**config.mk**
```make
export PLATFORM = sky130hd
export DESIGN_NAME = dma_line_printer_char_unpacker
export DESIGN_NICKNAME = d
export VERILOG_FILES = /design/src/rtl/core/dlpcu_pkg.sv /design/src/rtl/core/dma_line_printer_char_unpacker.sv
export SDC_FILE = /design/constraint.sdc
export NUM_CORES = 1
export LEC_CHECK = 0
export ABC_AREA = 1
export BUFFER_PORTS_ARGS = -buffer_cell sky130_fd_sc_hd__buf_2
export CAP_MARGIN = 20
export CORE_MARGIN = 1.5
export CORE_UTILIZATION = 54
export CTS_CLUSTER_SIZE = 20
export DETAILED_ROUTE_END_ITERATION = 10
export GPL_TIMING_DRIVEN = 0
export PLACE_DENSITY = 0.78
export SLEW_MARGIN = 5
export SYNTH_ARGS = -nofsm -noshare
export SYNTH_HDL_FRONTEND = slang
export SYNTH_SLANG_ARGS = --single-unit
```
**constraint.sdc**
```tcl
create_clock -name clk -period 4.9 [get_ports clk]
set_input_delay 0.245 -clock clk [delete_from_list [all_inputs] [get_ports clk]]
set_output_delay 0.245 -clock clk [all_outputs]
set_load 0.01 [all_outputs]
```
**src/rtl/core/dlpcu_pkg.sv**
```systemverilog
// Package with the types, codes and helper functions of the line printer character unpacker.
`timescale 1ns / 1ps

package dlpcu_pkg;

  localparam logic [7:0] LINE_WIDTH = 8'd132;

  localparam int unsigned WORD_W = 18;
  localparam int unsigned CHAR_W = 7;
  localparam int unsigned IN_DATA_W = 64;
  localparam int unsigned OUT_DATA_W = 48;
  localparam int unsigned NUM_SLOTS = 5;

  typedef logic [WORD_W-1:0] word_t;
  typedef logic [CHAR_W-1:0] char_t;
  typedef logic [2:0] slot_idx_t;

  typedef enum logic [1:0] {
    OP_PULSE_A = 2'd0,
    OP_PULSE_B = 2'd1,
    OP_WORDS   = 2'd2,
    OP_NONE    = 2'd3
  } op_t;

  localparam logic [5:0] P_SKIP     = 6'o01;
  localparam logic [5:0] P_START    = 6'o21;
  localparam logic [5:0] P_START1   = 6'o41;
  localparam logic [5:0] P_INT_OFF  = 6'o61;
  localparam logic [5:0] P_RD_STAT  = 6'o42;
  localparam logic [5:0] P_INT_ON   = 6'o44;
  localparam logic [5:0] P_CLR_DONE = 6'o21;
  localparam logic [5:0] P_CLR_ALL  = 6'o41;

  localparam word_t S_ERR  = 18'o400000;
  localparam word_t S_ALM  = 18'o200000;
  localparam word_t S_OVF  = 18'o100000;
  localparam word_t S_BUSY = 18'o020000;
  localparam word_t S_DON  = 18'o010000;
  localparam word_t S_CLR  = 18'o003777;

  localparam int unsigned S_ERR_BIT = 17;
  localparam int unsigned S_ALM_BIT = 16;
  localparam int unsigned S_OVF_BIT = 15;
  localparam int unsigned S_DON_BIT = 12;

  localparam logic [31:0] CTRL_SET = 32'h081F_3C00;

  // Output item layout, from the lowest bit up.
  localparam int unsigned O_AC_LO    = 0;
  localparam int unsigned O_SKIP     = 18;
  localparam int unsigned O_CVALID   = 19;
  localparam int unsigned O_CODE_LO  = 20;
  localparam int unsigned O_CTRL     = 27;
  localparam int unsigned O_STAT_LO  = 28;
  localparam int unsigned O_IRQ      = 46;

  function automatic logic is_ctrl(input char_t c);
    return (c[6:5] == 2'b00) && CTRL_SET[c[4:0]];
  endfunction

  // Clears the transient bits, derives error from alarm and overflow, and mirrors busy.
  function automatic word_t refresh(input word_t s_in, input logic bsy);
    word_t s;
    s = s_in & ~(S_CLR | S_ERR | S_BUSY);
    if ((s & (S_ALM | S_OVF)) != '0) s = s | S_ERR;
    if (bsy) s = s | S_BUSY;
    return s;
  endfunction

endpackage

```
**src/rtl/core/dma_line_printer_char_unpacker.sv**
```systemverilog
// Top level of the line printer controller with its DMA character unpacker.
`timescale 1ns / 1ps

// Usage:
// The in_ channel carries one command item: in_tuser holds the operation (pulse group one,
// pulse group two, DMA word pair) and in_tdata the pulse code, accumulator and two words.
// Each item updates the controller state in the cycle it is accepted and produces one to
// five result items on the out_ channel; the last of them carries out_tlast.
// The first result of an item is valid in the cycle after its acceptance.
// An item occupies the result buffer until its last result is taken: a pulse has one
// result, a packed word pair up to five. The next item is accepted in the cycle its
// predecessor's last result is taken, so single-result items run one per cycle
// when the receiver does not stall; the result buffer and its slot counter set that rate.
// cfg_wr_en writes the printer online flag; it is sampled by later items only.
// Reset (rst_n low, synchronous) clears status, mode, line count and column, enables
// interrupts, marks the printer online and empties the result buffer.
// When the receiver stalls, the current result holds and in_tready stays low until the
// last result of the buffered item is taken.

module dma_line_printer_char_unpacker (
  input  logic                           clk,
  input  logic                           rst_n,
  input  logic                           in_tvalid,
  output logic                           in_tready,
  // pulse[5:0], ac[23:6], word_first[41:24], word_second[59:42], zero pad
  input  logic [dlpcu_pkg::IN_DATA_W-1:0] in_tdata,
  // op[1:0]
  input  logic [1:0]                     in_tuser,
  output logic                           out_tvalid,
  input  logic                           out_tready,
  // ac_out[17:0], skip[18], char_valid[19], char_code[26:20], is_control[27],
  // status[45:28], irq[46], zero pad
  output logic [dlpcu_pkg::OUT_DATA_W-1:0] out_tdata,
  output logic                           out_tlast,
  input  logic                           cfg_wr_en,
  input  logic                           cfg_wr_data
);
  import dlpcu_pkg::*;

  word_t      status_r, status_nxt;
  logic       int_en_r, int_en_nxt;
  logic       unpacked_r, unpacked_nxt;
  logic [8:0] lines_r, lines_nxt;
  logic [7:0] column_r, column_nxt;
  logic       busy_r, busy_nxt;
  logic       online_r;

  logic       buf_valid_r;
  slot_idx_t  slot_r;
  slot_idx_t  nres_r, nres_nxt;
  logic       any_r, any_nxt;
  word_t      acr_r, acr_nxt;
  logic       skip_r, skip_nxt;
  word_t      stat_out_r;
  logic       irq_r, irq_nxt;
  char_t      codes_r [NUM_SLOTS];
  char_t      codes_nxt [NUM_SLOTS];
  logic [NUM_SLOTS-1:0] ctl_r, ctl_nxt;

  op_t        op;
  logic [5:0] pulse;
  word_t      ac, wf, ws;
  logic       accept, pop, is_last;

  assign op    = op_t'(in_tuser);
  assign pulse = in_tdata[5:0];
  assign ac    = in_tdata[23:6];
  assign wf    = in_tdata[41:24];
  assign ws    = in_tdata[59:42];

  assign is_last   = (slot_r == nres_r - 3'd1);
  assign pop       = buf_valid_r & out_tready;
  assign in_tready = ~buf_valid_r | (is_last & out_tready);
  assign accept    = in_tvalid & in_tready;

  always_comb begin
    char_t      c [NUM_SLOTS];
    slot_idx_t  cnt;
    slot_idx_t  n;
    logic [7:0] col;
    logic       ended;
    word_t      s;
    status_nxt   = status_r;
    int_en_nxt   = int_en_r;
    unpacked_nxt = unpacked_r;
    lines_nxt    = lines_r;
    column_nxt   = column_r;
    busy_nxt     = busy_r;
    acr_nxt      = '0;
    skip_nxt     = 1'b0;
    ctl_nxt      = '0;
    n            = '0;
    ended        = 1'b0;
    col          = column_r;
    s            = status_r;
    for (int i = 0; i < NUM_SLOTS; i++) begin
      codes_nxt[i] = '0;
      c[i]         = '0;
    end
    if (unpacked_r) begin
      c[0] = wf[6:0];
      c[1] = ws[6:0];
      cnt  = 3'd2;
    end else begin
      c[0] = wf[17:11];
      c[1] = wf[10:4];
      c[2] = {wf[3:0], ws[17:15]};
      c[3] = ws[14:8];
      c[4] = ws[7:1];
      cnt  = 3'd5;
    end
    unique case (op)
      OP_PULSE_A: begin
        acr_nxt = ac;
        if (pulse == P_SKIP) begin
          skip_nxt = status_r[S_ERR_BIT] | status_r[S_DON_BIT];
        end else begin
          if (pulse == P_START || pulse == P_START1) begin
            unpacked_nxt = wf[0];
            lines_nxt    = (pulse == P_START1) ? 9'd1 : {1'b0, wf[16:9]};
            if (lines_nxt == '0) lines_nxt = 9'd256;
            column_nxt = '0;
            if (online_r) begin
              busy_nxt = 1'b1;
            end else begin
              busy_nxt = 1'b0;
              s = s | S_DON | S_ALM;
            end
          end
          if (pulse == P_INT_OFF) int_en_nxt = 1'b0;
          if (pulse == P_INT_ON) int_en_nxt = 1'b1;
          status_nxt = refresh(s, busy_nxt);
          if (pulse == P_RD_STAT) acr_nxt = status_nxt;
        end
      end
      OP_PULSE_B: begin
        acr_nxt = ac;
        if (pulse == P_CLR_DONE) s = s & ~S_DON;
        if (pulse == P_CLR_ALL) s = '0;
        status_nxt = refresh(s, busy_r);
      end
      OP_WORDS: begin
        if (busy_r) begin
          if (!online_r) begin
            busy_nxt   = 1'b0;
            status_nxt = refresh(s | S_DON | S_ALM, 1'b0);
          end else begin
            for (int i = 0; i < NUM_SLOTS; i++) begin
              if (slot_idx_t'(i) < cnt) begin
                if (is_ctrl(c[i])) begin
                  codes_nxt[n] = c[i];
                  ctl_nxt[n]   = 1'b1;
                  n            = n + 3'd1;
                  col          = '0;
                  ended        = 1'b1;
                end else if (col < LINE_WIDTH) begin
                  codes_nxt[n] = c[i];
                  n            = n + 3'd1;
                  col          = col + 8'd1;
                end else begin
                  s = s | S_OVF;
                end
              end
            end
            column_nxt = col;
            if (ended) begin
              if (lines_r != '0) lines_nxt = lines_r - 9'd1;
              if (lines_nxt == '0) begin
                busy_nxt = 1'b0;
                s = s | S_DON;
              end
            end
            status_nxt = refresh(s, busy_nxt);
          end
        end
      end
      OP_NONE: begin
        acr_nxt = ac;
      end
      default: begin
        acr_nxt = ac;
      end
    endcase
    any_nxt  = (n != '0);
    nres_nxt = any_nxt ? n : 3'd1;
    irq_nxt  = int_en_nxt & status_nxt[S_DON_BIT];
  end

  always_ff @(posedge clk) begin
    if (!rst_n) begin
      status_r    <= '0;
      int_en_r    <= 1'b1;
      unpacked_r  <= 1'b0;
      lines_r     <= '0;
      column_r    <= '0;
      busy_r      <= 1'b0;
      online_r    <= 1'b1;
      buf_valid_r <= 1'b0;
      slot_r      <= '0;
    end else begin
      if (cfg_wr_en) online_r <= cfg_wr_data;
      if (accept) begin
        status_r    <= status_nxt;
        int_en_r    <= int_en_nxt;
        unpacked_r  <= unpacked_nxt;
        lines_r     <= lines_nxt;
        column_r    <= column_nxt;
        busy_r      <= busy_nxt;
        buf_valid_r <= 1'b1;
        slot_r      <= '0;
      end else if (pop) begin
        if (is_last) begin
          buf_valid_r <= 1'b0;
          slot_r      <= '0;
        end else begin
          slot_r <= slot_r + 3'd1;
        end
      end
    end
  end

  always_ff @(posedge clk) begin
    if (accept) begin
      nres_r     <= nres_nxt;
      any_r      <= any_nxt;
      acr_r      <= acr_nxt;
      skip_r     <= skip_nxt;
      stat_out_r <= status_nxt;
      irq_r      <= irq_nxt;
      codes_r    <= codes_nxt;
      ctl_r      <= ctl_nxt;
    end
  end

  assign out_tvalid = buf_valid_r;
  assign out_tlast  = is_last;
  assign out_tdata  = {1'b0, irq_r, stat_out_r, any_r & ctl_r[slot_r],
                       any_r ? codes_r[slot_r] : char_t'(0), any_r, skip_r, acr_r};

endmodule

```
# Yosys cells after proc, flatten, opt, wreduce, memory -nomap -nowiden
# Memory sizes are Yosys's and may differ from the RTL's.
# Cells that the tools add are included.
[classes]
div_mod_pow = 0
n_eq_ne = 15
mux = 236
shift = 0
addsub = 12
n_reduce_logical = 39
magnitude_cmp = 33
n_bitwise = 19
mul = 0
[op_table]
columns = ["op", "count"]
rows = [
  ["35-bit 2-to-1 mux", 21],
  ["8-bit 2-to-1 mux", 32],
  ["17-bit 2-to-1 mux", 15],
  ["16-bit 2-to-1 mux", 15],
  ["18-bit 2-to-1 mux", 8],
  ["35-bit bitwise mux", 4],
  ["9-bit 2-to-1 mux", 11],
  ["7-bit 2-to-1 mux", 13],
  ["3-bit 2-to-1 mux", 29],
  ["5-bit 2-to-1 mux", 17],
  ["7-bit demux with 3-bit select", 4],
  ["14-bit 2-to-1 mux", 4],
  ["18-bit case mux with 3 select lines", 1],
  ["18-bit nonzero test", 3],
  ["1-bit 2-to-1 mux", 48],
  ["8-bit by 1-bit adder with 8-bit output (second input constant)", 5],
  ["8-bit less-than comparator (second input constant)", 5],
  ["13-bit 2-to-1 mux", 3],
  ["18-bit case mux with 2 select lines", 1],
  ["5-bit by 6-bit less-than comparator with 1-bit output (second input constant)", 5],
  ["6-bit equality test (second input constant)", 4],
  ["7-bit binary-select mux with 3-bit select", 1],
  ["21-bit 2-to-1 mux", 1],
  ["4-bit greater-or-equal comparator (second input constant)", 5],
  ["other kinds (39)", 99],
]
[totals]
out_inout_bits = 51
elab_cells = 380
rom_bits = 160
inputBits = 72
n_memories = 5
ramBits = 0
reg_bits = 125
latchBits = 0
[mem_list]
columns = ["memory", "words", "width", "read_ports", "rd_clocked_by_memory_dff", "write_ports", "line", "rtl"]
rows = [
  ["(no name shown)", 32, 1, 1, 0, 0, "dlpcu_pkg.sv:58", "return (c[6:5] == 2'b00) && CTRL_SET[c[4:0]];"],
  ["(no name shown)", 32, 1, 1, 0, 0, "dlpcu_pkg.sv:58", ""],
  ["(no name shown)", 32, 1, 1, 0, 0, "dlpcu_pkg.sv:58", ""],
  ["(no name shown)", 32, 1, 1, 0, 0, "dlpcu_pkg.sv:58", ""],
  ["(no name shown)", 32, 1, 1, 0, 0, "dlpcu_pkg.sv:58", ""],
]

# Logic depth before layout (Yosys ltp)
# Gate-level depths: netlist of the first run.
[logic_depth]
word_depth = 46
depth_mapped = 45
mapped_depth_nobuf = 44

# Worst setup path after synthesis of the first run
# OpenSTA, ideal clock, no wires.
[synth_path]
path_kind = "reg2reg"
from = "register unpacked_r"
to = "register codes_r[21] (netlist bit), data pin"
stages_incl_launch_ff = 40
path_slack_ps = 186
setup_time_ps = 256
period_less_slack_ps = 4714
required_ps = 4644
arrival_ps = 4459
path_buffers = 4
path_cell_list = "dfxtp_1 buf_6 nand2_1 nand2_1 nand2_1 nand2_1 nand2_1 nand3_2 buf_4 nand2_1 inv_2 ha_1 inv_1 nor2_1 nand3_1 nand2_1 nand2_1 nand3_2 (+4 left out) buf_6 nand2_1 xor2_1 nor2_1 ha_1 inv_1 nor3_2 nand3_1 nand2_1 nand2_1 nand3_1 nand2_1 o21bai_2 nand2_4 nand2_8 buf_6 nand3_2 o211a_1"
[synth_between]
elab_chain_len = 39
elab_cells_between_ends = 133
cone_classes = "add/sub: 6; order compare: 17; mux: 87; bitwise: 4; reduce/logical: 14; memory: 5"
[synth_lines]
columns = ["item", "line", "rtl"]
rows = [
  ["start, declared", "dma_line_printer_char_unpacker.sv:42", "logic unpacked_r, unpacked_nxt;"],
  ["start signal, assigned", "dma_line_printer_char_unpacker.sv:205", "unpacked_r <= unpacked_nxt;"],
  ["14-bit 2-to-1 mux", "dma_line_printer_char_unpacker.sv:100", "if (unpacked_r) begin"],
  ["memory read 32 x 1 bit", "-", ""],
  ["1-bit 2-to-1 mux (implied by the code)", "dlpcu_pkg.sv:58", ""],
  ["1-bit logical AND", "dlpcu_pkg.sv:58", ""],
  ["8-bit 2-to-1 mux / 1-bit 2-to-1 mux (equally long branches)", "dma_line_printer_char_unpacker.sv:150", "if (is_ctrl(c[i])) begin"],
  ["8-bit 2-to-1 mux / 1-bit 2-to-1 mux (equally long branches)", "dma_line_printer_char_unpacker.sv:149", "if (slot_idx_t'(i) < cnt) begin"],
  ["8-bit 2-to-1 mux / 3-bit 2-to-1 mux (equally long branches)", "dma_line_printer_char_unpacker.sv:144", "if (!online_r) begin"],
  ["8-bit 2-to-1 mux / 3-bit 2-to-1 mux (equally long branches)", "dma_line_printer_char_unpacker.sv:143", "if (busy_r) begin"],
  ["(+23 left out)", "-", ""],
  ["4-bit greater-or-equal comparator (implied by the code), or another cell as far along", "dma_line_printer_char_unpacker.sv:151, dma_line_printer_char_unpacker.sv:157", ""],
  ["1-bit logical AND (implied by the code) / 35-bit 2-to-1 mux (equally long branches)", "dma_line_printer_char_unpacker.sv:151, dma_line_printer_char_unpacker.sv:157, dma_line_printer_char_unpacker.sv:144", ""],
  ["7-bit 2-to-1 mux (implied by the code) / 35-bit 2-to-1 mux (equally long branches)", "dma_line_printer_char_unpacker.sv:151, dma_line_printer_char_unpacker.sv:157, dma_line_printer_char_unpacker.sv:143", ""],
  ["7-bit demux with 3-bit select / 35-bit 2-to-1 mux (equally long branches)", "dma_line_printer_char_unpacker.sv:151, dma_line_printer_char_unpacker.sv:157, dma_line_printer_char_unpacker.sv:112", ""],
  ["35-bit bitwise mux", "dma_line_printer_char_unpacker.sv:151, dma_line_printer_char_unpacker.sv:157", ""],
  ["35-bit 2-to-1 mux", "dma_line_printer_char_unpacker.sv:156", "end else if (col < LINE_WIDTH) begin"],
  ["35-bit 2-to-1 mux", "dma_line_printer_char_unpacker.sv:150", ""],
  ["35-bit 2-to-1 mux *", "dma_line_printer_char_unpacker.sv:149", ""],
  ["end signal, assigned", "dma_line_printer_char_unpacker.sv:230", "codes_r <= codes_nxt;"],
  ["end, declared", "dma_line_printer_char_unpacker.sv:56", "char_t codes_r [NUM_SLOTS];"],
]
# Every way passes the cells marked *; elsewhere a longest branch is shown, timed or not. The select of a mux whose other input is x is not followed.
# A chain may end at the register's enable or synchronous reset.

# Worst setup path in the final report of the first run
# Same ends and word-level chain as after synthesis.

==> results.cfg, run 1 <==
[cts]
hold_buffers = 0
htreeDepth = 4
cts_root_buffer = clkbuf_16
cts_buffer_depth = 2
cts_made_buffers = 17
cts_tree = yes
worstSkewPairLatency_ns = 0.42
cts.sinks = 125
clk_pin_slew_ns = 0.06

[setup_path]
arrival_ns = 5.04
cp_common_cell = buf_6
cp_slowest_cell = dfxtp_4
path_max_fanout = 8
r2r_end = codes_r[21]
cp-end-kind = flop
max_stage_delay_ns = 0.36
required_ns = 5.06
r2r_start = unpacked_r
reg2reg_depth = 33
path_class = reg2reg
r2r_slack_ns = 0.02
worstSetupStartpointType = flop

[synth]
synth_cells = 1372
async_flop_share_pct = 0
synth-simple-area-share_pct = 33.0
synth_compound_area_share_pct = 16.6
synth_top_family_by_area = simple AND/OR/NAND/NOR gates
avgSynthCellArea_sq_um = 6.87
synth_adder_area_share_pct = 1.99
synth-main-ff-cell = edfxtp_1
netlist_area_sq_um = 9430
syn-num-nets = 1459
yosys_warnings = 0
synth_seq_cells = 125
post_synth_mux_area_share_pct = 0
yosysSeqAreaShare_pct = 35.2
ys_types = 60
synth_xor_area_share_pct = 1.68
synth-edff-count = 82

[sta]
clock_skew_ns = 0.0103
setup_viol_count_final = 0
fmax_ghz = 0.205
fin_crit_ns = 4.88
slew_headroom_pct = 45.6
hold_ws_ns = 0.0146
rsz0062_at_grt = yes
fin_crit_sh_pct = 99.5
hold_viol_final = 0
finalMaxSlewViolations = 0
worst_pin_slew_ns = 0.809

[floorplan]
io_pins = 123
die_w_um = 135
initial_core_util_pct = 54.9
rows = 48
core_area_sq_um = 17200
die_area_sq_um = 18300
die_h_um = 135

[drt]
drc = 0
drt-initial-drc-count = 1088
first_pass_iters = 6
via_count = 10500
wire_per_inst_um = 17.5
wl_mm = 31.7
vias_per_cell = 5.78
postRouteAntennaNets = 0

[cells_and_area]
area_growth_pct = 29.6
layout_commonest_cell = nand2_1
antenna_cells = 0
stdcell_area_sq_um = 12200
layout_common_cells = nand2_1, inv_1, nor2_1
layoutNonFillerInstCount = 1813
post_route_cells_drive_above_1_share_pct = 27.3
nets = 1662

[worst_hold_path]
whs_path_depth = 2
min-delay-start = cfg_wr_en
hold_path_end = online_r
hp-class = in2reg

[power]
irDropWorstVdd_uv = 249
power.leakage_nw = 5.74
power.density_nw_per_um2 = 251

[placed_design]
placed_area_sq_um = 10300
gp_congestion = 0.997
port_buffers = 117
dpl.cell_count = 1716
dp.final_hpwl_mm = 22.6

[flow_run]
maxCapViolCount = 0

[global_routing]
grt.total_usage_pct = 33.0
grt_max_degree = 49
grt_pass1_wl_mm = 46.8
grt_pass1_vias = 9244
grt_remaining_overflow = 0
grt_antenna_before_repair = 0

[status]
status = complete, no violations
==> power breakdown <==
group          leakage [nW]  internal (mW)  total (mW)  switching, mW
clock network         0.281          0.711        1.22          0.508
registers              1.16           1.18        1.20         0.0164
logic                  4.30          0.221       0.649          0.428
total                  5.74           2.11        3.06          0.952
==> cell type report <==
cell class / instances / area (sq um)
Multi-Input combinational cell: 986 / 5770
Fill cell: 1435 / 4950
Sequential cell: 125 / 3330
Timing Repair Buffer: 183 / 1140
Inverter: 216 / 822
Clock buffer: 19 / 464
Buffer: 46 / 295
Tap cell: 225 / 282
Clock inverter: 13 / 118
==> critical path, delay by kind of cell, from the launching register on <==
| family | cells | cell delay (ns) |
|---|---|---|
| AOI/OAI and AO/OA | 3 | 0.56 |
| buffers and inverters | 9 | 1.29 |
| DFF | 1 | 0.36 |
| and+or+nand+nor | 21 | 2.36 |
==> metal layers <==
layer	up-vias	GRT usage (%)	wire, um
met5	-	0	0
li1	4985	-	-
met2	572	53.1	14900
met4	0	15.8	1320
met3	113	5.80	2570
met1	4809	43.0	12900
==> cells by family after synthesis <==
kind of cell / Yosys count
simple gates: 682
fa+ha+maj: 15
flops: 125
buf+inv: 262
other cells: 1
compound gates: 271
xor+xnor: 16
==> synthesized netlist by cell type, types with 6 or more instances <==
cell type	n	area (sq um)
ha_1	15	188
dfxtp_1	43	861
nand3_1	108	541
buf_6	8	90.1
o21ai_0	84	420
a211oi_1	6	45.0
o22ai_1	9	56.3
nor2_1	161	604
nor4_1	8	50.1
buf_4	7	52.6
a31oi_1	17	106
nand2_2	11	68.8
nand2_1	309	1160
nand4_1	22	138
o32ai_1	9	78.8
clkbuf_1	21	78.8
inv_1	201	754
xor2_1	10	87.6
inv_2	12	45.0
a22oi_1	6	45.0
nand3_2	20	200
edfxtp_1	82	2460
o21ai_1	25	125
nor3_1	14	70.1
a21oi_1	87	435
==> registers in the layout, summed over array words and instances, names as in the netlist <==
signal / flops
irq_r: 1
unpacked_r: 1
out_tvalid: 1
stat_out_r: 18
busy_r: 1
nres_r: 3
ctl_r: 5
online_r: 1
column_r: 8
skip_r: 1
slot_r: 3
acr_r: 18
status_r: 18
int_en_r: 1
lines_r: 9
codes_r: 35
any_r: 1
==> timing repair <==
item	in CTS	in global routing
endpoints found under the setup margin	56	65
pin swaps	29	68
gates resized for setup	69	129
cloned	2	0
endpoints found under the hold margin	0	0
setup buffers	27	36
==> metrics by stage <==
stage | setup slack [ns] | power, mW | util [%] | TNS [ns]
6_report | 0.0237 | 3.06 | 71.2 | 0
2_1_floorplan | 0.186 | 1.59 | - | 0
4_1_cts | 0.00802 | 3.00 | 66.5 | 0
3_5_place_dp | -0.709 | 1.76 | 60.1 | -31.16
3_3_place_gp | -0.655 | 1.75 | 60.0 | -27.73
5_1_grt | -0.222 | 3.18 | 71.2 | -6.92
==> worst max-delay path by stage <==
stage                     slack, ns  startpoint          end
after floorplan                0.19  unpacked_r  codes_r[21]
after global placement        -0.65  unpacked_r  codes_r[21]
after detailed placement      -0.71  unpacked_r  codes_r[21]
after CTS                     0.008  unpacked_r   codes_r[1]
after global routing          -0.22  unpacked_r  codes_r[27]
final                          0.02  unpacked_r  codes_r[21]
No activity file was read; power rests on OpenSTA's default activity.
==> run 2, diff against run 1 <==
Settings changed: CORE_UTILIZATION 54 to 59, PLACE_DENSITY 0.78 to 0.81.
Clock period 4.9 ns to 4.86 ns, I/O delays scaled along.
==> results.cfg, run 2 (synthesis results as in run 1) <==
[status]
status = finished with violations
violations = setup timing

[floorplan]
initial_core_util_pct = 59.8
core_area_sq_um = 15800
die_w_um = 129
die_area_sq_um = 16800
io_pins = 123
die_h_um = 129
rows = 46

[placed_design]
dp.final_hpwl_mm = 23.2
port_buffers = 117
dpl.cell_count = 1706
gp_congestion = 1.00

[cts]
htreeDepth = 4
cts.sinks = 125
hold_buffers = 0
cts_buffer_depth = 2
cts_tree = yes
worstSkewPairLatency_ns = 0.42
cts_root_buffer = clkbuf_16
clk_pin_slew_ns = 0.06
cts_made_buffers = 17

[setup_path]
reg2reg_depth = 37
cp_slowest_cell = dfxtp_4
r2r_end = codes_r[21]
r2r_start = unpacked_r
worstSetupStartpointType = flop
cp_common_cell = nand2_1
r2r_slack_ns = -0.22
cp-end-kind = flop
arrival_ns = 5.25
required_ns = 5.03
max_stage_delay_ns = 0.39
path_max_fanout = 6
path_delay_family = simple AND/OR/NAND/NOR gates
path_class = reg2reg
path_buf_inv = 10

[cells_and_area]
regArea_sq_um = 3330
post_route_cells_drive_above_1_share_pct = 27.4
top_register = codes_r
multiInputGateArea_sq_um = 5740
largest_reg_flops = 35
nets = 1676
area_growth_pct = 30.9
layout_commonest_cell = nand2_1
layout_common_cells = nand2_1, inv_1, nor2_1
fin_util_pct = 78.3
nFillCells = 1158
layoutNonFillerInstCount = 1819

[global_routing]
grt_antenna_before_repair = 0
grt.total_usage_pct = 36.9
grt_busiest_layer = met2
grt_pass1_wl_mm = 47.6
grt_pass1_vias = 9587
use_met3_pct = 6.07
grt_use_met2_pct = 63.2
grt_use_met1_pct = 45.8
grt_max_degree = 78
grt_remaining_overflow = 0

[sta]
setup_slack_ns = -0.224
fin_crit_sh_pct = 105
rsz0062_at_grt = yes
hold_viol_final = 0
hold_ws_ns = 0.00971
setup_viol_count_final = 46
clock_skew_ns = 0.00978
tns_ns = -6.09
slew_headroom_pct = 41.7
finalMaxSlewViolations = 0
fmax_ghz = 0.197
worst_pin_slew_ns = 0.871
fin_crit_ns = 5.08

[worst_hold_path]
hp-class = in2reg
hold_path_end = online_r
whs_path_depth = 2
min-delay-start = cfg_wr_en

[drt]
wire_per_inst_um = 18.7
wl_mm = 33.9
drt-initial-drc-count = 1304
vias_per_cell = 5.97
first_pass_iters = 6
via_count = 10900
postRouteAntennaNets = 0
drc = 0

[flow_run]
maxCapViolCount = 0

[power]
power.density_nw_per_um2 = 255
irDropWorstVdd_uv = 240
power.leakage_nw = 5.79
## run 2: repair_timing
item,CTS,global route
cloned,1,2
setup buffers,42,35
pin swaps,32,62
endpoints found under the setup margin,56,57
resized for setup,80,120
endpoints found under the hold margin,0,0
## run 2: worst max path at each step
stage | to | from | slack, ns | cells past startpoint
after detailed placement | codes_r[21] | unpacked_r | -0.80 | 39
after CTS | codes_r[21] | unpacked_r | 0.0008 | 37
after floorplan | codes_r[21] | unpacked_r | 0.15 | 39
after global routing | codes_r[21] | unpacked_r | -0.39 | 41
final | codes_r[21] | unpacked_r | -0.22 | 37
after global placement | codes_r[21] | unpacked_r | -0.70 | 38
## run 2: through the flow
stage	power [mW]	worst slack (ns)	instance area (sq um)
2_1_floorplan	1.60	0.146	9430
3_3_place_gp	1.77	-0.696	10300
3_5_place_dp	1.78	-0.804	10300
4_1_cts	3.07	0.000813	11500
5_1_grt	3.26	-0.385	12300
6_report	3.15	-0.224	12300
## run 2: metal layers
layer,vias up,part of all wire [%]
li1,5014,-
met1,4975,38
met2,703,48
met3,160,8.9
met4,0,4.7
met5,-,0
## run 2: cell type report
type | instances | share of cell area [%]
inverter | 216 | 6.72
clock buffer | 18 | 3.56
sequential | 125 | 27.0
multi-input combinational | 986 | 46.5
timing repair buffer | 197 | 10.5
antenna | 1 | 0.0203
clock inverter | 14 | 1.18
tap | 216 | 2.19
buffer | 46 | 2.40
## run 2: power by group
group          internal (mW)  total, mW  switching (mW)
registers               1.19       1.21          0.0181
clock network          0.737       1.26           0.523
logic                  0.235      0.685           0.450
total                   2.16       3.15           0.991
